`src/sv/scrd_pkg.sv`:
```
package scrd_pkg;

   localparam int unsigned SAMPLE_W   = 16;
   localparam int unsigned CENTROID_W = 11;
   localparam int unsigned COUNT_W    = 11;

   localparam logic [SAMPLE_W-1:0] THRESHOLD_RESET = 16'd6000;
   localparam logic [COUNT_W-1:0]  COUNT_MAX       = 11'd2047;

   typedef enum logic {
      KIND_CENTROID = 1'b0,
      KIND_COUNT    = 1'b1
   } result_kind_type;

   // One result transaction as it sits in the output register.
   typedef struct packed {
      result_kind_type         kind;
      logic                    last;
      logic [COUNT_W-1:0]      count;
      logic [CENTROID_W-1:0]   centroid;
   } result_type;

endpackage

```
`src/sv/scrd_div.sv`:
```
module scrd_div #(
   parameter int unsigned NUM_W = 22,
   parameter int unsigned DEN_W = 12
) (
   input  logic             clock,
   input  logic             reset,
   input  logic             start,
   input  logic [NUM_W-1:0] numer,
   input  logic [DEN_W-1:0] denom,
   output logic             busy,
   output logic [NUM_W-1:0] quotient
);

   localparam int unsigned STEP_W = $clog2(NUM_W + 1);

   logic [STEP_W-1:0] step_ff, step_in;
   logic [NUM_W-1:0]  quo_ff, quo_in;
   logic [DEN_W-1:0]  rem_ff, rem_in;
   logic [DEN_W-1:0]  den_ff, den_in;
   logic [DEN_W:0]    trial;
   logic [DEN_W:0]    diff;

   // Restoring division, one quotient bit per cycle, dividend shifted out
   // of the top of the quotient register as quotient bits enter below.
   always_comb begin
      trial   = {rem_ff, quo_ff[NUM_W-1]};
      diff    = trial - {1'b0, den_ff};
      step_in = step_ff;
      quo_in  = quo_ff;
      rem_in  = rem_ff;
      den_in  = den_ff;
      if (start) begin
         step_in = STEP_W'(NUM_W);
         quo_in  = numer;
         rem_in  = '0;
         den_in  = denom;
      end else if (step_ff != '0) begin
         step_in = step_ff - 1'b1;
         if (trial >= {1'b0, den_ff}) begin
            rem_in = diff[DEN_W-1:0];
            quo_in = {quo_ff[NUM_W-2:0], 1'b1};
         end else begin
            rem_in = trial[DEN_W-1:0];
            quo_in = {quo_ff[NUM_W-2:0], 1'b0};
         end
      end
   end

   always_ff @(posedge clock) begin
      if (reset) begin
         step_ff <= '0;
      end else begin
         step_ff <= step_in;
      end
      quo_ff <= quo_in;
      rem_ff <= rem_in;
      den_ff <= den_in;
   end

   assign busy     = (step_ff != '0);
   assign quotient = quo_ff;

endmodule

```
`src/sv/scan_run_centroid_detector.sv`:
```
// Channel   Direction  Handshake                 Contents
// req       in         req_tvalid / req_tready   one intensity sample, tlast ends the scan
// rsp       out        rsp_tvalid / rsp_tready   centroid report or end of scan run count
// csr       in         csr_wen (no back-pressure) run threshold
//
// After a plain sample the block is ready for the next one; one that only ends the scan first
// sends the run count. A sample that closes a run starts the bit-serial divider on the index
// sum (2 * clog2(MAX_SAMPLES) bits, 22 by default) and holds off samples until the centroid,
// and the run count if it also ends the scan, are sent; rsp_tready held low delays this.
// Reset is synchronous and active high; it clears all scan state and loads the threshold
// with 6000. The next sample is accepted while a finished result waits in the output register.
module scan_run_centroid_detector
   import scrd_pkg::*;
#(
   parameter int unsigned MAX_SAMPLES = 2048
) (
   input  logic        clock,
   input  logic        reset,
   // Sample channel.
   input  logic        req_tvalid,
   output logic        req_tready,
   input  logic [15:0] req_tdata,   // [15:0] intensity
   input  logic        req_tlast,   // scan_end
   // Result channel.
   output logic        rsp_tvalid,
   input  logic        rsp_tready,
   output logic [23:0] rsp_tdata,   // [10:0] centroid_index, [21:11] run_count, zero pad
   output logic        rsp_tuser,   // result_kind
   output logic        rsp_tlast,   // last_result
   // Configuration.
   input  logic        csr_wen,
   input  logic [15:0] csr_wdata    // run_threshold
);

   // Index of the next sample, saturating at MAX_SAMPLES.
   localparam int unsigned IDX_W = $clog2(MAX_SAMPLES + 1);
   // The sum of all indices of one scan stays below 2^(2*clog2(MAX_SAMPLES)).
   localparam int unsigned SUM_W = 2 * $clog2(MAX_SAMPLES);
   localparam int unsigned LEN_W = IDX_W;
   localparam int unsigned CEN_W = (SUM_W > CENTROID_W) ? SUM_W : CENTROID_W;

   typedef enum logic [1:0] {
      ST_IDLE,
      ST_DIVIDE,
      ST_SEND_CENT,
      ST_SEND_COUNT
   } state_type;

   state_type            state_ff, state_in;
   logic [SAMPLE_W-1:0]  threshold_ff, threshold_in;
   logic                 in_run_ff, in_run_in;
   logic [IDX_W-1:0]     sample_index_ff, sample_index_in;
   logic [SUM_W-1:0]     index_sum_ff, index_sum_in;
   logic [LEN_W-1:0]     run_length_ff, run_length_in;
   logic [COUNT_W-1:0]   runs_closed_ff, runs_closed_in;
   // Count to report with the pending results and whether the scan ended.
   logic [COUNT_W-1:0]   report_count_ff, report_count_in;
   logic                 scan_end_ff, scan_end_in;
   logic                 rsp_valid_ff, rsp_valid_in;
   result_type           rsp_ff, rsp_in;

   logic                 accept;
   logic                 in_range;
   logic                 above;
   logic                 closes;
   logic [COUNT_W-1:0]   closed_next;
   logic                 out_free;
   logic                 div_start;
   logic                 div_busy;
   logic [SUM_W-1:0]     div_quotient;
   logic [CEN_W-1:0]     centroid_wide;

   scrd_div #(
      .NUM_W (SUM_W),
      .DEN_W (LEN_W)
   ) u_div (
      .clock    (clock),
      .reset    (reset),
      .start    (div_start),
      .numer    (index_sum_ff),
      .denom    (run_length_ff),
      .busy     (div_busy),
      .quotient (div_quotient)
   );

   assign req_tready    = (state_ff == ST_IDLE);
   assign accept        = req_tvalid && req_tready;
   assign out_free      = !rsp_valid_ff || rsp_tready;
   assign in_range      = (sample_index_ff < IDX_W'(MAX_SAMPLES));
   assign above         = (req_tdata > threshold_ff);
   // A sample at or below the threshold closes an open run.
   assign closes        = in_range && !above && in_run_ff;
   assign div_start     = accept && closes;
   assign closed_next   = (runs_closed_ff < COUNT_MAX) ? runs_closed_ff + 1'b1
                                                       : runs_closed_ff;
   // Centroids wider than the output field are reported modulo 2^11.
   assign centroid_wide = CEN_W'(div_quotient);

   always_comb begin
      state_in        = state_ff;
      threshold_in    = threshold_ff;
      in_run_in       = in_run_ff;
      sample_index_in = sample_index_ff;
      index_sum_in    = index_sum_ff;
      run_length_in   = run_length_ff;
      runs_closed_in  = runs_closed_ff;
      report_count_in = report_count_ff;
      scan_end_in     = scan_end_ff;
      rsp_in          = rsp_ff;
      rsp_valid_in    = rsp_valid_ff && !rsp_tready;

      if (csr_wen) begin
         threshold_in = csr_wdata;
      end

      unique case (state_ff)
         ST_IDLE: begin
            if (accept) begin
               scan_end_in = req_tlast;
               if (in_range) begin
                  sample_index_in = sample_index_ff + 1'b1;
                  if (above) begin
                     in_run_in     = 1'b1;
                     index_sum_in  = index_sum_ff + SUM_W'(sample_index_ff);
                     run_length_in = run_length_ff + 1'b1;
                  end else if (in_run_ff) begin
                     // The divider has latched sum and length at this edge.
                     in_run_in      = 1'b0;
                     index_sum_in   = '0;
                     run_length_in  = '0;
                     runs_closed_in = closed_next;
                  end
               end
               report_count_in = closes ? closed_next : runs_closed_ff;
               if (req_tlast) begin
                  // An open run is dropped at the end of the scan.
                  in_run_in       = 1'b0;
                  sample_index_in = '0;
                  index_sum_in    = '0;
                  run_length_in   = '0;
                  runs_closed_in  = '0;
               end
               if (closes) begin
                  state_in = ST_DIVIDE;
               end else if (req_tlast) begin
                  state_in = ST_SEND_COUNT;
               end
            end
         end
         ST_DIVIDE: begin
            if (!div_busy) begin
               state_in = ST_SEND_CENT;
            end
         end
         ST_SEND_CENT: begin
            if (out_free) begin
               rsp_valid_in    = 1'b1;
               rsp_in.kind     = KIND_CENTROID;
               rsp_in.last     = !scan_end_ff;
               rsp_in.count    = report_count_ff;
               rsp_in.centroid = centroid_wide[CENTROID_W-1:0];
               state_in        = scan_end_ff ? ST_SEND_COUNT : ST_IDLE;
            end
         end
         ST_SEND_COUNT: begin
            if (out_free) begin
               rsp_valid_in    = 1'b1;
               rsp_in.kind     = KIND_COUNT;
               rsp_in.last     = 1'b1;
               rsp_in.count    = report_count_ff;
               rsp_in.centroid = '0;
               state_in        = ST_IDLE;
            end
         end
         default: begin
            state_in = ST_IDLE;
         end
      endcase
   end

   always_ff @(posedge clock) begin
      if (reset) begin
         state_ff        <= ST_IDLE;
         threshold_ff    <= THRESHOLD_RESET;
         in_run_ff       <= 1'b0;
         sample_index_ff <= '0;
         index_sum_ff    <= '0;
         run_length_ff   <= '0;
         runs_closed_ff  <= '0;
         rsp_valid_ff    <= 1'b0;
      end else begin
         state_ff        <= state_in;
         threshold_ff    <= threshold_in;
         in_run_ff       <= in_run_in;
         sample_index_ff <= sample_index_in;
         index_sum_ff    <= index_sum_in;
         run_length_ff   <= run_length_in;
         runs_closed_ff  <= runs_closed_in;
         rsp_valid_ff    <= rsp_valid_in;
      end
      report_count_ff <= report_count_in;
      scan_end_ff     <= scan_end_in;
      rsp_ff          <= rsp_in;
   end

   assign rsp_tvalid = rsp_valid_ff;
   assign rsp_tdata  = {2'b00, rsp_ff.count, rsp_ff.centroid};
   assign rsp_tuser  = rsp_ff.kind;
   assign rsp_tlast  = rsp_ff.last;

endmodule

```
`config.mk`:
```
export PLATFORM = sky130hd
export DESIGN_NAME = scan_run_centroid_detector
export DESIGN_NICKNAME = d
export VERILOG_FILES = /design/src/sv/scrd_pkg.sv /design/src/sv/scrd_div.sv /design/src/sv/scan_run_centroid_detector.sv
export SDC_FILE = /design/constraint.sdc
export NUM_CORES = 1
export LEC_CHECK = 0
export BUFFER_PORTS_ARGS = -buffer_cell sky130_fd_sc_hd__buf_2
export CAP_MARGIN = 20
export CELL_PAD_IN_SITES_DETAIL_PLACEMENT = 0
export CELL_PAD_IN_SITES_GLOBAL_PLACEMENT = 1
export CORE_AREA = 2 2 183 95
export CTS_CLUSTER_DIAMETER = 120
export CTS_CLUSTER_SIZE = 28
export DETAILED_ROUTE_END_ITERATION = 10
export DIE_AREA = 0 0 185 97
export PLACE_DENSITY_LB_ADDON = 0.1
export SYNTH_ARGS = -nofsm -noshare
export SYNTH_HDL_FRONTEND = slang
export SYNTH_SLANG_ARGS = --single-unit
```
`constraint.sdc`:
```
create_clock -name clock -period 7.7 [get_ports clock]
set_clock_uncertainty 0.1 [all_clocks]
set_input_delay 0.385 -clock clock [delete_from_list [all_inputs] [get_ports clock]]
set_output_delay 0.385 -clock clock [all_outputs]
set_load 0.01 [all_outputs]
```
Word level (Yosys, flattened, before mapping):

Index checks and enable logic that the tools add are counted.
Widths: inputs -> output; s select.

* register bits: 164
* bits in latches: 0
* RAM bits: 0
* memory bits (read-only): 0
* bits of input ports: 38
* output and inout port bits: 28
* memories kept: 0

* add/subtract/negate cells: 6
* $mul: 0
* div/mod/pow operators: 0
* order comparisons: 4
* equal/unequal tests: 9
* shift-type cells: 0
* muxes and demuxes: 38
* bitwise operators: 0
* reduce and logical (&&, ||, !) cells: 25

Operators with widths (count)
* $mux 22: 6
* $mux 12: 7
* $mux 11: 6
* $mux 24: 2
* $pmux 24 s2: 1
* $add 12x1->12 const B: 2
* $add 22x12->22: 1
* $gt 16x16->1: 1
* $mux 2: 7
* $ge 13x12->1: 1
* $lt 12x12->1 const B: 1
* $sub 12x12->12: 1
* $add 11x1->11 const B: 1
* $lt 11x11->1 const B: 1
* $mux 5: 2
* $reduce_and 5->1: 2
* $ne 2x2->1 const B: 4
* $pmux 2 s4: 1
* $reduce_bool 2->1: 4
* $mux 1: 6
* $reduce_and 3->1: 2
* $logic_and 1x1->1: 5
* $reduce_bool 5->1: 1
* $sub 5x1->5 const B: 1
* other kinds (11): 16

Logic depth before layout (Yosys ltp):

* depth in word-level cells: 7
* mapped depth: 11
* depth with buffers taken out: 10

By module:

From an unflattened synthesis, not the netlist that was laid out.

* cells, all modules: 845
* area total of the unflattened synthesis: 8408.1 um2

By module, submodules not included
* scan_run_centroid_detector: times used 1, cells each 607, area each 5676.7 um2, sequential area each 2622.5 um2
* scrd_div: times used 1, cells each 238, area each 2731.4 um2, sequential area each 1361.3 um2

Worst setup path after synthesis:

Ideal clock, no wire load.

* path kind: input to register
* start: in req_tdata[14]
* end: reg u_div.quo_ff[0], in the netlist u_div.quotient[0], enable pin
* setup time: 0.379 ns
* data arrival time: 2.700 ns
* setup slack: 4.521 ns
* stages: 8
* buffers on the path: 1
* path through: ha_1 -> nand4_2 -> or4_4 -> or2_2 -> o31ai_4 -> nand3_4 -> clkbuf_1 -> nand2_1

* cells in the longest elaborated chain, start to end: 6

RTL lines
* start: declaration: RTL line scan_run_centroid_detector.sv:22 `input logic [15:0] req_tdata,`
* $gt 16x16->1: RTL line scan_run_centroid_detector.sv:90 `assign above = (req_tdata > threshold_ff);`
* $logic_not 1->1: RTL line scan_run_centroid_detector.sv:92 `assign closes = in_range && !above && in_run_ff;`
* $logic_and 1x1->1 (2 in a row): RTL line scan_run_centroid_detector.sv:92
* $logic_and 1x1->1: RTL line scan_run_centroid_detector.sv:93 `assign div_start = accept && closes;`
* $reduce_bool 2->1 (no source line)
* end signal: assignment: RTL line scrd_div.sv:55 `quo_ff <= quo_in;`
* end: declaration: RTL line scrd_div.sv:17 `logic [NUM_W-1:0] quo_ff, quo_in;`

No other way between the ends.
A chain may end at the register's enable or synchronous reset.

Worst setup path in the final report:

* start: reg threshold_ff[13]
* end: reg u_div.quo_ff[13], in the netlist u_div.quotient[13], enable pin

* cells in the longest elaborated chain, start to end: 6

RTL lines
* start: declaration: RTL line scan_run_centroid_detector.sv:50 `logic [SAMPLE_W-1:0] threshold_ff, threshold_in;`
* start signal: assignment: RTL line scan_run_centroid_detector.sv:193 `threshold_ff <= threshold_in;`
* $gt 16x16->1: RTL line scan_run_centroid_detector.sv:90
* $logic_not 1->1: RTL line scan_run_centroid_detector.sv:92
* $logic_and 1x1->1 (2 in a row): RTL line scan_run_centroid_detector.sv:92
* $logic_and 1x1->1: RTL line scan_run_centroid_detector.sv:93
* $reduce_bool 2->1 (no source line)

No other way between the ends.

==> flow_summary.toml <==
[min_path]
worstHoldPathType = "input pin to flop"

[synth]
synthArstFlopShare_pct = 0
ys_warn_count = 0
syn_area_per_cell_sq_um = 10.0
syn_area_sq_um = 8230
synth_area_leader_cell = "edfxtp_1"
synthDistinctLibCells = 74
yosysTopAreaCellShare_pct = 25.6
synth_edf_count = 70
ys.flop_type = "dfxtp_1"
ys_ff_latch = 164
yosys-top-cells-area = "edfxtp_1 (26%), dfxtp_1 (23%), ha_1 (6.7%)"
yosysSeqAreaShare_pct = 48.4
syn_inst = 821

[clock_tree]
h-tree-depth = 4
cts_num_sinks = 164
clk_pin_slew_ns = 0.07
cts_tree = "done"
cts_resized = 0
cts_made_buffers = 17
post_cts_buffers = 0
insertion_delay_ns = 0.42
cts_max_path_buffers = 2
holdBufCountCts = 0
root_buffer = "clkbuf_16"

[power_and_ir_drop]
p_int_w = 0.00191
sw_frac_of_total_pct = 32.0
vdd.ir_drop.worst_mv = 0.177
clkPwrFrac_pct = 30.8
p_leak_nw = 3.68
net-switching-power_w = 0.000898
seqPwrFrac_pct = 42.5
share_comb_of_total_power_pct = 26.7
power_density_nw_per_um2 = 302

[final_layout]
finalInstanceArea_sq_um = 9310
diodes = 0
final_common_cell = "dfxtp_1"
drive_gt1_share_pct = 16.2
multi_input_area_sq_um = 3910
finalNetCount = 960
n_fill_cell = 1462
ff_latch_area_sq_um = 3980
areaGrowthSynthToFinish_pct = 13.1
fin_util_pct = 57.5
layout_common_cells = "dfxtp_1 (94), nor2_1 (71), edfxtp_1 (70)"

[die]
die_area_sq_um = 17900
row_count = 33
core_area_sq_um = 16200
fp.dieH_um = 97
initial_core_util_pct = 50.8
die_w_um = 185
io_pins = 66

[drt]
drtPass1Iterations = 5
drt_iter0_markers = 358
avgRoutedWirePerCell_um = 15.9
drc_errors = 0
num_vias = 6082
vias_per_cell = 5.45
wl_um = 17700
ant_nets = 0

[sta]
fmax_mhz = 262
hold_viol = 0
finalMaxSlewViolations = 0
timing.final.crit_period_ns = 3.81
relSlewSlack_pct = 27.4
setup_violations = 0
period_share_pct = 49.5
worst_pin_slew_ns = 1.08
hold_slack_ns = 0.0771
rsz0062_at_grt = "no"
fin_setup_tns_ns = 0
fin_ws_ns = 3.89

[setup_path]
cp.required_ns = 7.64
arrival_ns = 3.75
path_max_fanout = 45
crit_buf_inv = 1
cp_top_family = "simple AND/OR/NAND/NOR gates"
worstSetupEndpointType = "flop"
start_kind = "flop"
cp_cell_sequence = "inv_1 > ha_1 > nand4_2 > or4_4 > or2_2 > o31ai_4 > nand3_4 > nand2_1"
critPathKind = "flop to flop"
slowest_stage = "nand2_1"
cp_slowest_stage_delay_ns = 0.92

[run_status]
status = "complete, no violations"

[placement]
placed_area_sq_um = 8700
portBuffers = 63
place_hpwl_um = 12300
gp_congestion = 0.827
post-place-ws_ns = 3.73

[global_route]
grt_pass1_vias = 5806
overflow = 0
antenna_found_initial = 1
grt_pass1_wl_um = 29400
grt_start_max_net_pins = 46
grt_usage_pct = 20.7

[run]
maxCapViolCount = 0
==> tightest hold or removal path, delay by kind of cell <==
| kind | cells | cell delay (ns) |
|---|---|---|
| compound gates | 1 | 0.06 |
| simple gates | 1 | 0.04 |
| buf+inv | 1 | 0.07 |
==> kinds of logic (layout without fill, tap and decap cells) <==
family	Yosys count	count (layout)	share of synthesized area, %
other	1	2	0.0456
AO/OA/AOI/OAI	188	188	14.8
buffers and inverters	82	149	4.18
multiplexers	40	40	5.22
flip-flops	164	164	48.4
XOR/XNOR	45	45	4.79
adder cells (fa/ha/maj)	46	46	7.18
AND/OR/NAND/NOR	255	255	15.3
==> flip-flops by register name (all words and copies together) (netlist names), 11 cells and up <==
register / cells
runs_closed_ff: 11
u_div.rem_ff: 12
index_sum_ff: 22
run_length_ff: 12
threshold_ff: 16
u_div.quotient: 22
u_div.den_ff: 12
sample_index_ff: 12
report_count_ff: 11
rsp_tdata: 22
==> worst paths after layout <==
path                      startpoint            endpoint  slack, ns  cells after the start
hold / removal          csr_wdata[5]     threshold_ff[5]       0.08                      3
setup / recovery    threshold_ff[13]  u_div.quotient[13]       3.89                      8
setup reg to reg    threshold_ff[13]  u_div.quotient[13]       3.89                      8
hold reg to reg   report_count_ff[3]       rsp_tdata[14]       0.32                      0
==> power groups by stage <==
stage	combinational [W]	sequential, W	clock (W)
2_1_floorplan	0.000575	0.00120	0
3_5_place_dp	0.000753	0.00121	0
4_1_cts	0.000757	0.00119	0.000883
3_3_place_gp	0.000739	0.00121	0
6_report	0.000750	0.00119	0.000864
5_1_grt	0.000846	0.00121	0.000923
==> through the flow <==
step	std cells	total power, W
4_1_cts	1115	0.00283
5_1_grt	1116	0.00298
3_5_place_dp	1083	0.00197
2_1_floorplan	822	0.00177
6_report	1116	0.00281
3_3_place_gp	1083	0.00195
==> Yosys cell counts, types with 8 or more instances <==
library cell / number
nand2_1: 66
mux2_2: 23
ha_1: 44
inv_1: 50
and3_1: 11
o21ai_0: 36
nand4_1: 14
and2_1: 14
a211oi_1: 9
edfxtp_1: 70
o21a_1: 8
a31oi_1: 16
nand3_1: 19
nor3_1: 13
mux2i_1: 17
o211ai_1: 12
dfxtp_1: 94
nor2_1: 71
clkbuf_1: 21
nand2b_1: 8
xor2_1: 14
a21oi_1: 60
xnor2_1: 31
==> layer usage <==
| metal | part of all wire (%) | track usage (%) | vias up |
|---|---|---|---|
| met4 | 0.80 | 5.19 | 2 |
| met2 | 46 | 32.7 | 116 |
| met1 | 49 | 29.1 | 2869 |
| met5 | 0.073 | 0 | - |
| li1 | - | - | 3075 |
| met3 | 4.2 | 4.14 | 20 |
==> cell type report <==
cell class	instances	area share, %
sequential	164	42.8
multi-input combinational	576	42.0
clock buffer	18	4.72
timing repair buffer	67	3.71
tap	227	3.05
inverter	50	2.02
clock inverter	14	1.72
Power figures use the tool's default switching activity.
